**src/sv/bba_pkg.sv**
```systemverilog
// Package: constants, codes and types for the block bitmap allocator.
`default_nettype none
package bba_pkg;
    localparam int MAX_BLOCKS = 4096;
    localparam int BMAP_DEPTH = (MAX_BLOCKS + 7) / 8;
    localparam int AW = $clog2(BMAP_DEPTH);
    localparam int BW = $clog2(MAX_BLOCKS);
    localparam int CW = BW + 1;

    typedef enum logic [2:0] {
        ACT_CNT_USED = 3'd0,
        ACT_CNT_FREE = 3'd1,
        ACT_TEST     = 3'd2,
        ACT_MARK_U   = 3'd3,
        ACT_MARK_F   = 3'd4,
        ACT_ALLOC    = 3'd5
    } t_action;

    localparam logic [1:0] ST_OK      = 2'd0;
    localparam logic [1:0] ST_BOUNDS  = 2'd1;
    localparam logic [1:0] ST_NOSPACE = 2'd2;
    localparam logic [1:0] ST_SMALL   = 2'd3;

    typedef enum logic [3:0] {
        S_CLEAR, S_IDLE, S_DISPATCH, S_SCAN, S_SCAN_W, S_RANGE, S_RANGE_W,
        S_OUT
    } t_state;

    typedef struct packed {
        logic [2:0]    action;
        logic [BW-1:0] block_start;
        logic [12:0]   block_count;
    } t_req;

    typedef struct packed {
        logic [1:0]  status;
        logic [12:0] result_value;
        logic        range_free;
    } t_rsp;
endpackage
`default_nettype wire

```
**src/sv/bba_if.sv**
```systemverilog
// Valid/ready channel interface carrying one payload.
`default_nettype none
interface bba_if #(parameter type T = logic) (input wire logic i_clk);
    logic valid;
    logic ready;
    T     data;
    modport source (output valid, output data, input ready);
    modport sink   (input valid, input data, output ready);
endinterface
`default_nettype wire

```
**src/sv/bba_ram.sv**
```systemverilog
// Generic single-port RAM with registered read.
`default_nettype none
module bba_ram #(
    parameter int WIDTH = 8,
    parameter int DEPTH = 512
) (
    input  wire logic                     i_clk,
    input  wire logic                     i_we,
    input  wire logic [$clog2(DEPTH)-1:0] i_addr,
    input  wire logic [WIDTH-1:0]         i_wdata,
    output logic      [WIDTH-1:0]         o_rdata
);
    logic [WIDTH-1:0] r_mem [DEPTH];
    always_ff @(posedge i_clk) begin
        if (i_we) begin
            r_mem[i_addr] <= i_wdata;
        end
        o_rdata <= r_mem[i_addr];
    end
endmodule
`default_nettype wire

```
**src/sv/block_bitmap_allocator.sv**
```systemverilog
// Top level: first-fit block bitmap allocator over a byte-wide RAM.
// One transaction at a time. After reset a clearing pass over all BMAP_DEPTH
// (512) bytes zeroes the bitmap before the first transaction is taken. Count
// and allocate walk the bitmap one byte at a time through the single RAM port
// (an address state, then a data state per byte; allocate then marks the
// bytes it takes in a second walk); test and mark walk the bytes covering the
// range the same way; mark does read-modify-write per byte. Each transaction also
// passes through a dispatch state and a result-load state.
// Results sit in an output register; a new transaction is taken once it is
// delivered.
`default_nettype none
module block_bitmap_allocator import bba_pkg::*; (
    input  wire logic        i_clk,
    input  wire logic        i_rst_n,
    input  wire logic        i_cfg_we,
    input  wire logic [0:0]  i_cfg_index,
    input  wire logic [12:0] i_cfg_data,
    bba_if.sink              in_if,
    bba_if.source            out_if
);
    t_state r_state, n_state;
    logic [12:0] r_total;
    logic [9:0]  r_bytes;
    t_req        r_req;
    t_rsp        r_rsp, n_rsp;
    logic        r_oval, n_oval;
    logic [AW:0] r_idx, n_idx;      // byte pointer, one extra bit for end
    logic [AW:0] r_last, n_last;    // last byte (inclusive) for range walk
    logic [AW:0] r_run, n_run;      // free-run length in bytes
    logic [12:0] r_acc, n_acc;      // bit count
    logic [CW:0] r_lo, n_lo;        // range first block
    logic [CW:0] r_hi, n_hi;        // range end block (exclusive)
    logic        r_mark, n_mark;    // allocate marking phase
    t_req        n_req;

    logic          ram_we;
    logic [AW-1:0] ram_addr;
    logic [7:0]    ram_wdata, ram_rdata;

    bba_ram #(.WIDTH(8), .DEPTH(BMAP_DEPTH)) u_ram (
        .i_clk(i_clk), .i_we(ram_we), .i_addr(ram_addr),
        .i_wdata(ram_wdata), .o_rdata(ram_rdata)
    );

    // effective bounds
    logic [CW:0] eff_total;
    logic [AW:0] eff_bytes;
    assign eff_total = (r_total > 13'(MAX_BLOCKS)) ? (CW+1)'(MAX_BLOCKS)
                                                   : (CW+1)'(r_total);
    assign eff_bytes = ({1'b0, r_bytes} > 11'(BMAP_DEPTH)) ? (AW+1)'(BMAP_DEPTH)
                                                          : (AW+1)'(r_bytes);

    // mask of range bits inside the current byte
    logic [7:0] bmask;
    logic [3:0] pop;
    logic [AW+1:0] need;            // bytes wanted, up to 1024 for the largest count
    always_comb begin
        for (int b = 0; b < 8; b++) begin
            bmask[b] = ({r_idx, 3'(b)} >= (AW+4)'(r_lo)) &&
                       ({r_idx, 3'(b)} <  (AW+4)'(r_hi));
        end
        pop = '0;
        for (int b = 0; b < 8; b++) pop = pop + 4'(ram_rdata[b]);
        need = (AW+2)'(({1'b0, r_req.block_count} + 14'd7) >> 3);
    end

    assign in_if.ready  = (r_state == S_IDLE) && !r_oval;
    assign out_if.valid = r_oval;
    assign out_if.data  = r_rsp;

    always_ff @(posedge i_clk) begin
        if (!i_rst_n) begin
            r_state <= S_CLEAR;
            r_total <= 13'd4096;
            r_bytes <= 10'd512;
            r_oval  <= 1'b0;
            r_idx   <= '0;
        end else begin
            r_state <= n_state;
            r_oval  <= n_oval;
            r_idx   <= n_idx;
            if (i_cfg_we) begin
                case (i_cfg_index)
                    1'b0:    r_total <= i_cfg_data;
                    default: r_bytes <= i_cfg_data[9:0];
                endcase
            end
        end
        r_req  <= n_req;
        r_rsp  <= n_rsp;
        r_last <= n_last;
        r_run  <= n_run;
        r_acc  <= n_acc;
        r_lo   <= n_lo;
        r_hi   <= n_hi;
        r_mark <= n_mark;
    end

    always_comb begin
        n_state = r_state; n_oval = r_oval; n_idx = r_idx; n_req = r_req;
        n_rsp = r_rsp; n_last = r_last; n_run = r_run; n_acc = r_acc;
        n_lo = r_lo; n_hi = r_hi; n_mark = r_mark;
        ram_we = 1'b0; ram_addr = r_idx[AW-1:0]; ram_wdata = 8'h00;
        if (out_if.valid && out_if.ready) n_oval = 1'b0;
        case (r_state)
            S_CLEAR: begin
                ram_we = 1'b1;
                n_idx = r_idx + 1'b1;
                if (r_idx == (AW+1)'(BMAP_DEPTH - 1)) begin
                    n_state = S_IDLE;
                end
            end
            S_IDLE: begin
                if (in_if.valid && in_if.ready) begin
                    n_req = in_if.data;
                    n_state = S_DISPATCH;
                end
            end
            S_DISPATCH: begin
                n_rsp = '0; n_acc = '0; n_run = '0; n_idx = '0; n_mark = 1'b0;
                n_lo = (CW+1)'(r_req.block_start);
                n_hi = (CW+1)'(r_req.block_start) + (CW+1)'(r_req.block_count);
                n_last = (AW+1)'(n_hi - 1'b1 >> 3);
                n_state = S_OUT;
                case (r_req.action)
                    ACT_CNT_USED, ACT_CNT_FREE: begin
                        if (eff_bytes != '0) n_state = S_SCAN;
                    end
                    ACT_TEST, ACT_MARK_U, ACT_MARK_F: begin
                        if (n_hi > eff_total) begin
                            n_rsp.status = ST_BOUNDS;
                        end else if (r_req.block_count == '0) begin
                            n_rsp.range_free = (r_req.action == ACT_TEST);
                        end else begin
                            n_rsp.range_free = (r_req.action == ACT_TEST);
                            n_idx = (AW+1)'(n_lo >> 3);
                            n_state = S_RANGE;
                        end
                    end
                    ACT_ALLOC: begin
                        if (r_req.block_count < 13'd8) n_rsp.status = ST_SMALL;
                        else if (eff_bytes == '0) n_rsp.status = ST_NOSPACE;
                        else n_state = S_SCAN;
                    end
                    default: ;
                endcase
            end
            S_SCAN: n_state = S_SCAN_W;   // address issued, wait for data
            S_SCAN_W: begin
                n_state = S_SCAN;
                n_idx = r_idx + 1'b1;
                if (r_req.action == ACT_ALLOC) begin
                    if (ram_rdata == 8'h00) begin
                        n_run = r_run + 1'b1;
                        if (n_run >= need) begin
                            n_lo = {(r_idx + 1'b1 - n_run), 3'b000};
                            n_hi = n_lo + (CW+1)'(r_req.block_count);
                            if (n_hi > eff_total) begin
                                n_rsp.status = ST_BOUNDS;
                                n_state = S_OUT;
                            end else begin
                                n_rsp.result_value = 13'(n_lo);
                                n_idx = r_idx + 1'b1 - n_run;
                                n_last = (AW+1)'(n_hi - 1'b1 >> 3);
                                n_mark = 1'b1;
                                n_state = S_RANGE;
                            end
                        end
                    end else begin
                        n_run = '0;
                    end
                end else begin
                    n_acc = r_acc + ((r_req.action == ACT_CNT_USED) ?
                                     13'(pop) : 13'(4'd8 - pop));
                    n_rsp.result_value = n_acc;
                end
                if (n_state == S_SCAN && n_idx == eff_bytes) begin
                    if (r_req.action == ACT_ALLOC) n_rsp.status = ST_NOSPACE;
                    n_state = S_OUT;
                end
            end
            S_RANGE: n_state = S_RANGE_W;
            S_RANGE_W: begin
                n_state = S_RANGE;
                if (r_req.action == ACT_TEST && !r_mark) begin
                    if ((ram_rdata & bmask) != 8'h00) begin
                        n_rsp.range_free = 1'b0;
                        n_state = S_OUT;
                    end
                end else begin
                    ram_we = 1'b1;
                    ram_wdata = (r_req.action == ACT_MARK_F && !r_mark) ?
                                (ram_rdata & ~bmask) : (ram_rdata | bmask);
                end
                n_idx = r_idx + 1'b1;
                if (r_idx == r_last) n_state = S_OUT;
            end
            S_OUT: begin
                n_oval = 1'b1;
                n_state = S_IDLE;
            end
            default: n_state = S_IDLE;
        endcase
    end

    a_no_accept_busy: assert property (@(posedge i_clk) disable iff (!i_rst_n)
        in_if.valid && in_if.ready |-> r_state == S_IDLE)
        else $error("accept while busy");
    a_out_held: assert property (@(posedge i_clk) disable iff (!i_rst_n)
        out_if.valid && !out_if.ready |=> out_if.valid && $stable(r_rsp))
        else $error("result dropped");
    a_one_rsp: assert property (@(posedge i_clk) disable iff (!i_rst_n)
        r_state == S_OUT |-> !r_oval)
        else $error("result overwritten");
endmodule
`default_nettype wire

```
**src/flat_wrapper.sv**
```systemverilog
// flat-port wrapper written by rule: the top's interface ports become plain ports
module block_bitmap_allocator_flat import bba_pkg::*;
  (i_clk, i_rst_n, i_cfg_we, i_cfg_index, i_cfg_data, in_if_valid, in_if_data, in_if_ready, out_if_valid, out_if_data, out_if_ready);
  bba_if #(.T(t_req)) in_if_i (.i_clk(i_clk));
  bba_if #(.T(t_rsp)) out_if_i (.i_clk(i_clk));
  input  wire logic i_clk;
  input  wire logic i_rst_n;
  input  wire logic i_cfg_we;
  input  wire logic [0:0] i_cfg_index;
  input  wire logic [12:0] i_cfg_data;
  input wire logic [$bits(in_if_i.valid)-1:0] in_if_valid;
  input wire logic [$bits(in_if_i.data)-1:0] in_if_data;
  output wire logic [$bits(in_if_i.ready)-1:0] in_if_ready;
  output wire logic [$bits(out_if_i.valid)-1:0] out_if_valid;
  output wire logic [$bits(out_if_i.data)-1:0] out_if_data;
  input wire logic [$bits(out_if_i.ready)-1:0] out_if_ready;
  assign in_if_i.valid = in_if_valid;
  assign in_if_i.data = in_if_data;
  assign in_if_ready = in_if_i.ready;
  assign out_if_valid = out_if_i.valid;
  assign out_if_data = out_if_i.data;
  assign out_if_i.ready = out_if_ready;
  block_bitmap_allocator u_core (.i_clk(i_clk), .i_rst_n(i_rst_n), .i_cfg_we(i_cfg_we), .i_cfg_index(i_cfg_index), .i_cfg_data(i_cfg_data), .in_if(in_if_i), .out_if(out_if_i));
endmodule
```
**config.mk**
```make
export PLATFORM = sky130hd
export DESIGN_NAME = block_bitmap_allocator_flat
export DESIGN_NICKNAME = d
export VERILOG_FILES = /design/src/sv/bba_pkg.sv /design/src/sv/bba_if.sv /design/src/sv/bba_ram.sv /design/src/sv/block_bitmap_allocator.sv /design/src/flat_wrapper.sv
export SDC_FILE = /design/constraint.sdc
export NUM_CORES = 2
export LEC_CHECK = 0
export BUFFER_PORTS_ARGS = -buffer_cell sky130_fd_sc_hd__buf_2
export CORE_UTILIZATION = 60
export CTS_BUF_LIST = sky130_fd_sc_hd__clkbuf_8
export CTS_CLUSTER_DIAMETER = 120
export DETAILED_ROUTE_END_ITERATION = 7
export HOLD_SLACK_MARGIN = 0.08
export PLACE_DENSITY = 0.76
export SYNTH_ARGS = -nofsm -noshare
export SYNTH_HDL_FRONTEND = slang
export SYNTH_HIERARCHICAL = 1
export SYNTH_SLANG_ARGS = --single-unit
```
**constraint.sdc**
```tcl
create_clock -name i_clk -period 49.9 [get_ports i_clk]
set_input_delay 7.485 -clock i_clk [delete_from_list [all_inputs] [get_ports i_clk]]
set_output_delay 7.485 -clock i_clk [all_outputs]
set_load 0.01 [all_outputs]
```
Yosys cells after proc, flatten, opt, wreduce, memory -nomap -nowiden
Memory sizes are Yosys's and may differ from the RTL's. A register that Yosys moved wholly into a read port is not among the register bits.
Cells that the tools add are included.
- bits of input ports: 47
- bits in writable memories: 4096
- memory bits (read-only): 0
- register bits: 142
- word-level logic and storage cells: 210
- latch bits: 0
- memories: 1
- equality and inequality tests: 28
- divide/modulo/power cells: 0
- shift operators: 0
- order comparisons: 22
- bitwise gates (word level): 5
- reductions and logical operators: 40
- $mul: 0
- muxes and demuxes: 80
- add/subtract/negate cells: 17
- memories (memory ; words ; width ; read ports ; clocked after Yosys merged registers in ; wr ports ; line ; RTL):
    u_core.u_ram.r_mem ; 512 ; 8 ; 1 ; 1 ; 1 ; bba_ram.sv:13 ; logic [WIDTH-1:0] r_mem [DEPTH];
- operators with widths (kind ; count):
    13-bit 2-to-1 mux ; 11
    10-bit 2-to-1 mux ; 14
    13-bit >= comparator ; 8
    13-bit less-than comparator ; 8
    13-bit case mux with 2 select lines ; 3
    4-bit 2-to-1 mux ; 11
    10-bit case mux with 2 select lines ; 2
    15-bit 2-to-1 mux ; 2
    10-bit case mux with 3 select lines ; 1
    15-bit case mux with 2 select lines ; 1
    14-bit by 13-bit greater-than comparator with 1-bit output ; 2
    4-bit case mux with 7 select lines ; 1
    13-bit by 1-bit subtractor with 13-bit output (second input constant) ; 2
    4-bit by 1-bit adder with 4-bit output ; 6
    8-bit 2-to-1 mux ; 3
    10-bit by 1-bit adder with 10-bit output (second input constant) ; 2
    10-bit equality test ; 2
    2-bit 2-to-1 mux ; 9
    8-bit bitwise AND ; 2
    4-bit by 3-bit equality test with 1-bit output (second input constant) ; 4
    12-bit by 13-bit adder with 14-bit output ; 1
    13-bit by 13-bit adder with 14-bit output ; 1
    13-bit by 3-bit adder with 14-bit output (second input constant) ; 1
    1-bit logical AND ; 14
    43 further kinds ; 81

Longest topological paths before layout
- depth in word-level cells: 13
- mapped depth: 30
- depth with buffers taken out: 27

Hierarchy
Netlist, hierarchy kept.
- by module, submodules not included (module ; cells each ; area each (µm²) ; seq. area each (µm²) ; instances):
    bba_ram ; 7575 ; 158359.4 ; 123158.1 ; 1
    block_bitmap_allocator ; 1166 ; 10664.0 ; 3863.7 ; 1

Worst setup path before layout
No wires, ideal clock.
- path type: register to register
- from: register u_core.r_idx[7]
- to: memory u_core.u_ram.r_mem[0][5] (data pin)
- cell stages (with the launch flop): 10
- setup time: 4.280 ns
- path slack: 23.002 ns
- arrival time: 22.618 ns
- path buffers: 0
- path through: dfxtp_1 ha_1 a21o_1 a21o_1 a21oi_1 o21ai_0 nand2b_1 o21bai_1 a211o_1 a211oi_1
- word-level cells in the longest chain between the ends: 7
- RTL lines (element ; line ; RTL):
    start: declaration ; block_bitmap_allocator.sv:27 ; logic [AW:0] r_idx, n_idx;
    start signal: assignment ; block_bitmap_allocator.sv:81 ; r_idx <= n_idx;
    13-bit >= comparator or 13-bit less-than comparator (tied branches) ; block_bitmap_allocator.sv:59, block_bitmap_allocator.sv:60 ;
    1-bit logical AND (*) ; block_bitmap_allocator.sv:59 ; bmask[b] = ({r_idx, 3'(b)} >= (AW+4)'(r_lo)) &&
    8-bit inverter ; block_bitmap_allocator.sv:193 ; (ram_rdata & ~bmask) : (ram_rdata | bmask);
    8-bit bitwise AND ; block_bitmap_allocator.sv:193 ;
    8-bit 2-to-1 mux (*) ; block_bitmap_allocator.sv:192 ; ram_wdata = (r_req.action == ACT_MARK_F && !r_mark) ?
    8-bit 2-to-1 mux (*) ; block_bitmap_allocator.sv:185 ; if (r_req.action == ACT_TEST && !r_mark) begin
    8-bit 2-to-1 mux (*) ; block_bitmap_allocator.sv:105 ; case (r_state)
    via u_core.ram_wdata[5] ; block_bitmap_allocator.sv:38 ; logic [7:0] ram_wdata, ram_rdata;
    end: declaration ; bba_ram.sv:13 ;
The timed path passes the listed nets; every way through them passes the cells marked *.

Worst setup path after layout
- from: register u_core.r_state[0]
- to: output port in_if_ready
- word-level cells in the longest chain between the ends: 2
- RTL lines (element ; line ; RTL):
    start: declaration ; block_bitmap_allocator.sv:21 ; t_state r_state, n_state;
    start signal: assignment ; block_bitmap_allocator.sv:79 ; r_state <= n_state;
    4-bit by 1-bit equality test with 1-bit output ; block_bitmap_allocator.sv:67 ; assign in_if.ready = (r_state == S_IDLE) && !r_oval;
    1-bit logical AND ; block_bitmap_allocator.sv:67 ;
    end: declaration ; flat_wrapper.sv:13 ; output wire logic [$bits(in_if_i.ready)-1:0] in_if_ready;
Every way passes these cells.

==> run_results.csv <==
group,metric,value,unit
run_status,outcome,"finished with violations",
run_status,violations,"design-rule violations, max-capacitance violations, max-slew violations",
power_and_ir_drop,vdd_drop_max,0.0268,mV
global_routing,grt_pass1_vias,90700,
cells_and_area,fillers,17500,
worst_setup_path,r2r_start,"u_core/r_idx[1]",
global_routing,groute.usage.overall,31.4,%
routing,wl_per_cell,33.4,um
logic_synthesis,yosys.cell_types.count,102,
timing,rsz0062_at_grt,"false",
cts,postCtsSetupRepairBufs,0,
timing,post-route-period-util,19.7,%
placement,routabilityCongestion,0.948,
cts,cts_buffers,646,
floorplanning,core_area,0.280,mm2
placement,dpl_cell_area,0.173,mm2
worst_setup_path,critPathBufInv,2,
global_routing,grt_max_degree,227,
worst_setup_path,critPathMaxFanout,22,
timing,finalSetupViolations,0,
timing,slew_violations,5,
placement,numPortBuffers,64,
logic_synthesis,yosys-top-cells-area,"edfxtp_1, mux4_2, mux2i_1",
cts,cts_sinks,4245,
worst_setup_path,slowest_stage,"dfxtp_1",
routing,ant_nets,0,
routing,first_pass_iters,8,
logic_synthesis,synth_area,0.169,mm2
cts,cts.htree.levels,6,
cts,clockBufferDepth,4,
cts,clkLatencyLatePin,1.22,ns
cells_and_area,nNetsFinal,9296,
cells_and_area,fin_util,66.2,%
logic_synthesis,synth_edf_count,4200,
cells_and_area,fin_cells,13400,
routing,routed-via-count,92100,
floorplanning,die_w,533,um
cts,cts_tree,"built",
floorplanning,fp.dieArea,0.284,mm2
run,max-cap-violations,1,
timing,skew,0.0713,ns
floorplanning,placementRows,194,
worst_setup_path,startpoint,"u_core/r_state[0]",
logic_synthesis,async_flop_share,0,%
cts,cts.repair.resized,0,
worst_setup_path,crit_required,42.42,ns
worst_setup_path,cp_top_family,"buffers and inverters",
cts,root_buffer,"clkbuf_8",
timing,post-route-min-period,9.85,ns
floorplanning,ios,65,
power_and_ir_drop,power.total,6.92,mW
logic_synthesis,ys_seq_elements,4245,
floorplanning,die_h,533,um
cts,clk_pin_slew_worst_paths,0.06,ns
logic_synthesis,seq_area_frac_synth,75.2,%
routing,drc,24,
timing,slew_headroom,-2.75,%
worst_setup_path,cp-start-kind,"flip-flop",
placement,hpwlAfterDp,275000,um
cells_and_area,design_area,0.185,mm2
logic_synthesis,yosysTopAreaCell,"edfxtp_1",
timing,tns,0,ns
timing,tightest_slew,1.54,ns
global_routing,grt_remaining_overflow,0,
cts,cts_hold_buf,0,
global_routing,grt_first_pass_wirelength,637000,um
floorplanning,start_util,60.4,%
logic_synthesis,synthFlopType,"edfxtp_1",
worst_setup_path,cp_cell_sequence,"buf_4, nand2b_1, nor3_1, buf_2",
power_and_ir_drop,powerDensity,37.3,mW/mm2
logic_synthesis,netlist_instances,8741,
global_routing,antenna_found_initial,20,
timing,finalHoldViolations,0,
placement,dp_cells,12200,
worst_setup_path,slowest_delay,0.31,ns
worst_hold_path,hold_class,"flip-flop to flip-flop",
cells_and_area,drive_above_1_share,20.6,%
worst_setup_path,end_kind,"primary output",
timing,fmax,102,MHz
logic_synthesis,yosys_warnings,6,
logic_synthesis,syn_area_per_cell,19.3,um2
logic_synthesis,synth_top_area_share,74.6,%
worst_setup_path,crit_type,"flip-flop to primary output",
cells_and_area,area_growth,9.66,%
worst_hold_path,min_from,"u_core/r_total[0]",
routing,viasPerCell,6.87,
routing,wl,447000,um
power_and_ir_drop,leakagePower,49.3,nW
logic_synthesis,syn_nets,8897,
routing,drtIter0Drc,12800,
worst_setup_path,crit_arrival,2.37,ns
-- cell families (layout without fill, tap and decap cells) --
group / after synthesis / in the layout / synth area share [%]
and+or+nand+nor: 1327 / 1327 / 3.61
muxes: 1288 / 1288 / 13.7
xor gates and xnor gates: 105 / 105 / 0.552
adders and majority gates: 111 / 111 / 0.855
DFF: 4245 / 4245 / 75.2
buffers and inverters: 614 / 1527 / 1.78
AOI/OAI and AO/OA: 1051 / 1051 / 4.37
other: 0 / 13 / 0
-- final timing paths --
check / to / slack (ns) / cells after the start
worst max-delay path: in_if_ready / 40.05 / 4
worst min-delay path: u_core/r_total[0] / 0.46 / 2
worst max register to register: flip-flop / 41.60 / 28
worst min register to register: u_core/r_total[0] / 0.46 / 2
-- cells in the final DEF, fill, tap and decap left out, types with 14 or more instances in the layout --
| cell | count |
|---|---|
| a211oi_1 | 48 |
| a21o_1 | 32 |
| nand2_1 | 238 |
| ha_1 | 101 |
| o22ai_1 | 128 |
| a22o_1 | 47 |
| a32oi_1 | 28 |
| clkinv_1 | 154 |
| nor4_1 | 48 |
| mux4_2 | 816 |
| a31oi_1 | 84 |
| mux2i_1 | 448 |
| xor2_1 | 43 |
| mux2_2 | 24 |
| nand4_1 | 60 |
| a22oi_1 | 183 |
| nor2b_1 | 34 |
| buf_4 | 198 |
| and2_1 | 28 |
| xnor2_1 | 61 |
| a221oi_1 | 96 |
| nand3_1 | 70 |
| clkbuf_8 | 653 |
| o221ai_1 | 16 |
| nand2b_1 | 19 |
| nor3_1 | 39 |
| a21oi_1 | 154 |
| dfxtp_1 | 39 |
| nor2_1 | 626 |
| o21bai_1 | 14 |
| clkinv_2 | 67 |
| inv_1 | 305 |
| edfxtp_1 | 4200 |
| buf_2 | 64 |
| o21ai_0 | 108 |
| o211ai_1 | 19 |
| and3_1 | 39 |
-- cell type report --
type / count / area, um2 / area share, %
Tap cell: 3724 / 4660 / 2.51
Antenna cell: 13 / 32.5 / 0.0176
Sequential cell: 4245 / 127000 / 68.5
Multi-Input combinational cell: 3882 / 39300 / 21.2
Inverter: 94 / 358 / 0.193
Clock buffer: 653 / 8990 / 4.85
Clock inverter: 509 / 2950 / 1.59
Timing Repair Buffer: 271 / 1990 / 1.07
-- per-stage QoR --
stage,worst slack (ns),hold WS [ns]
finish,40.05,0.464
global route,39.97,0.495
detailed placement,40.69,0.451
CTS,39.99,0.460
global placement,40.70,0.454
floorplan,23.00,0.432
-- worst reg2reg max path, delay by kind of cell, from the launching register on --
family                   cells  cell delay [ns]
AND/OR/NAND/NOR              5             1.74
buffers and inverters        3             0.86
flip-flops                   1             0.74
XOR/XNOR                     1             0.21
AO/OA/AOI/OAI               14             2.77
adder cells (fa/ha/maj)      5             1.72
-- cell usage after synthesis, types with 41 or more instances --
library cell  count
a31oi_1          84
nand2_1         244
nand3_1          78
dfxtp_1          45
mux4_2          816
edfxtp_1       4200
o21ai_0         108
nor2_1          640
a22o_1           47
a211oi_1         50
xor2_1           43
buf_4            56
inv_1            90
a22oi_1         183
a221oi_1         96
nand4_1          60
a21oi_1         155
mux2i_1         448
nor3_1           41
xnor2_1          61
ha_1            101
nor4_1           48
buf_2           186
clkbuf_1        225
o22ai_1         128
-- where the power goes --
| group | leakage (nW) | switching (mW) | total [mW] | internal [mW] |
|---|---|---|---|---|
| Clock | 6.90 | 1.36 | 2.67 | 1.31 |
| Combinational | 12.5 | 0.231 | 0.372 | 0.140 |
| Sequential | 30.0 | 0.0117 | 3.88 | 3.86 |
-- routing by layer --
metal,global-route usage [%],share of wire [%]
met5,0,0.036
met4,15.6,5.6
met3,9.06,13
met2,47.3,46
met1,42.3,35
-- flip-flops by register name, summed over array words and instances, names as in the netlist, named ones only --
register              count
u_core/out_if.data       14
u_core/out_if.valid       1
u_core/r_acc             13
u_core/r_bytes           10
u_core/r_hi              13
u_core/r_idx             10
u_core/r_last            10
u_core/r_lo              13
u_core/r_mark             1
u_core/r_req             28
u_core/r_run             10
u_core/r_state            3
u_core/r_total           13
u_core/u_ram/o_rdata      8
u_core/u_ram/r_mem     4096
Power figures use the tool's default switching activity.
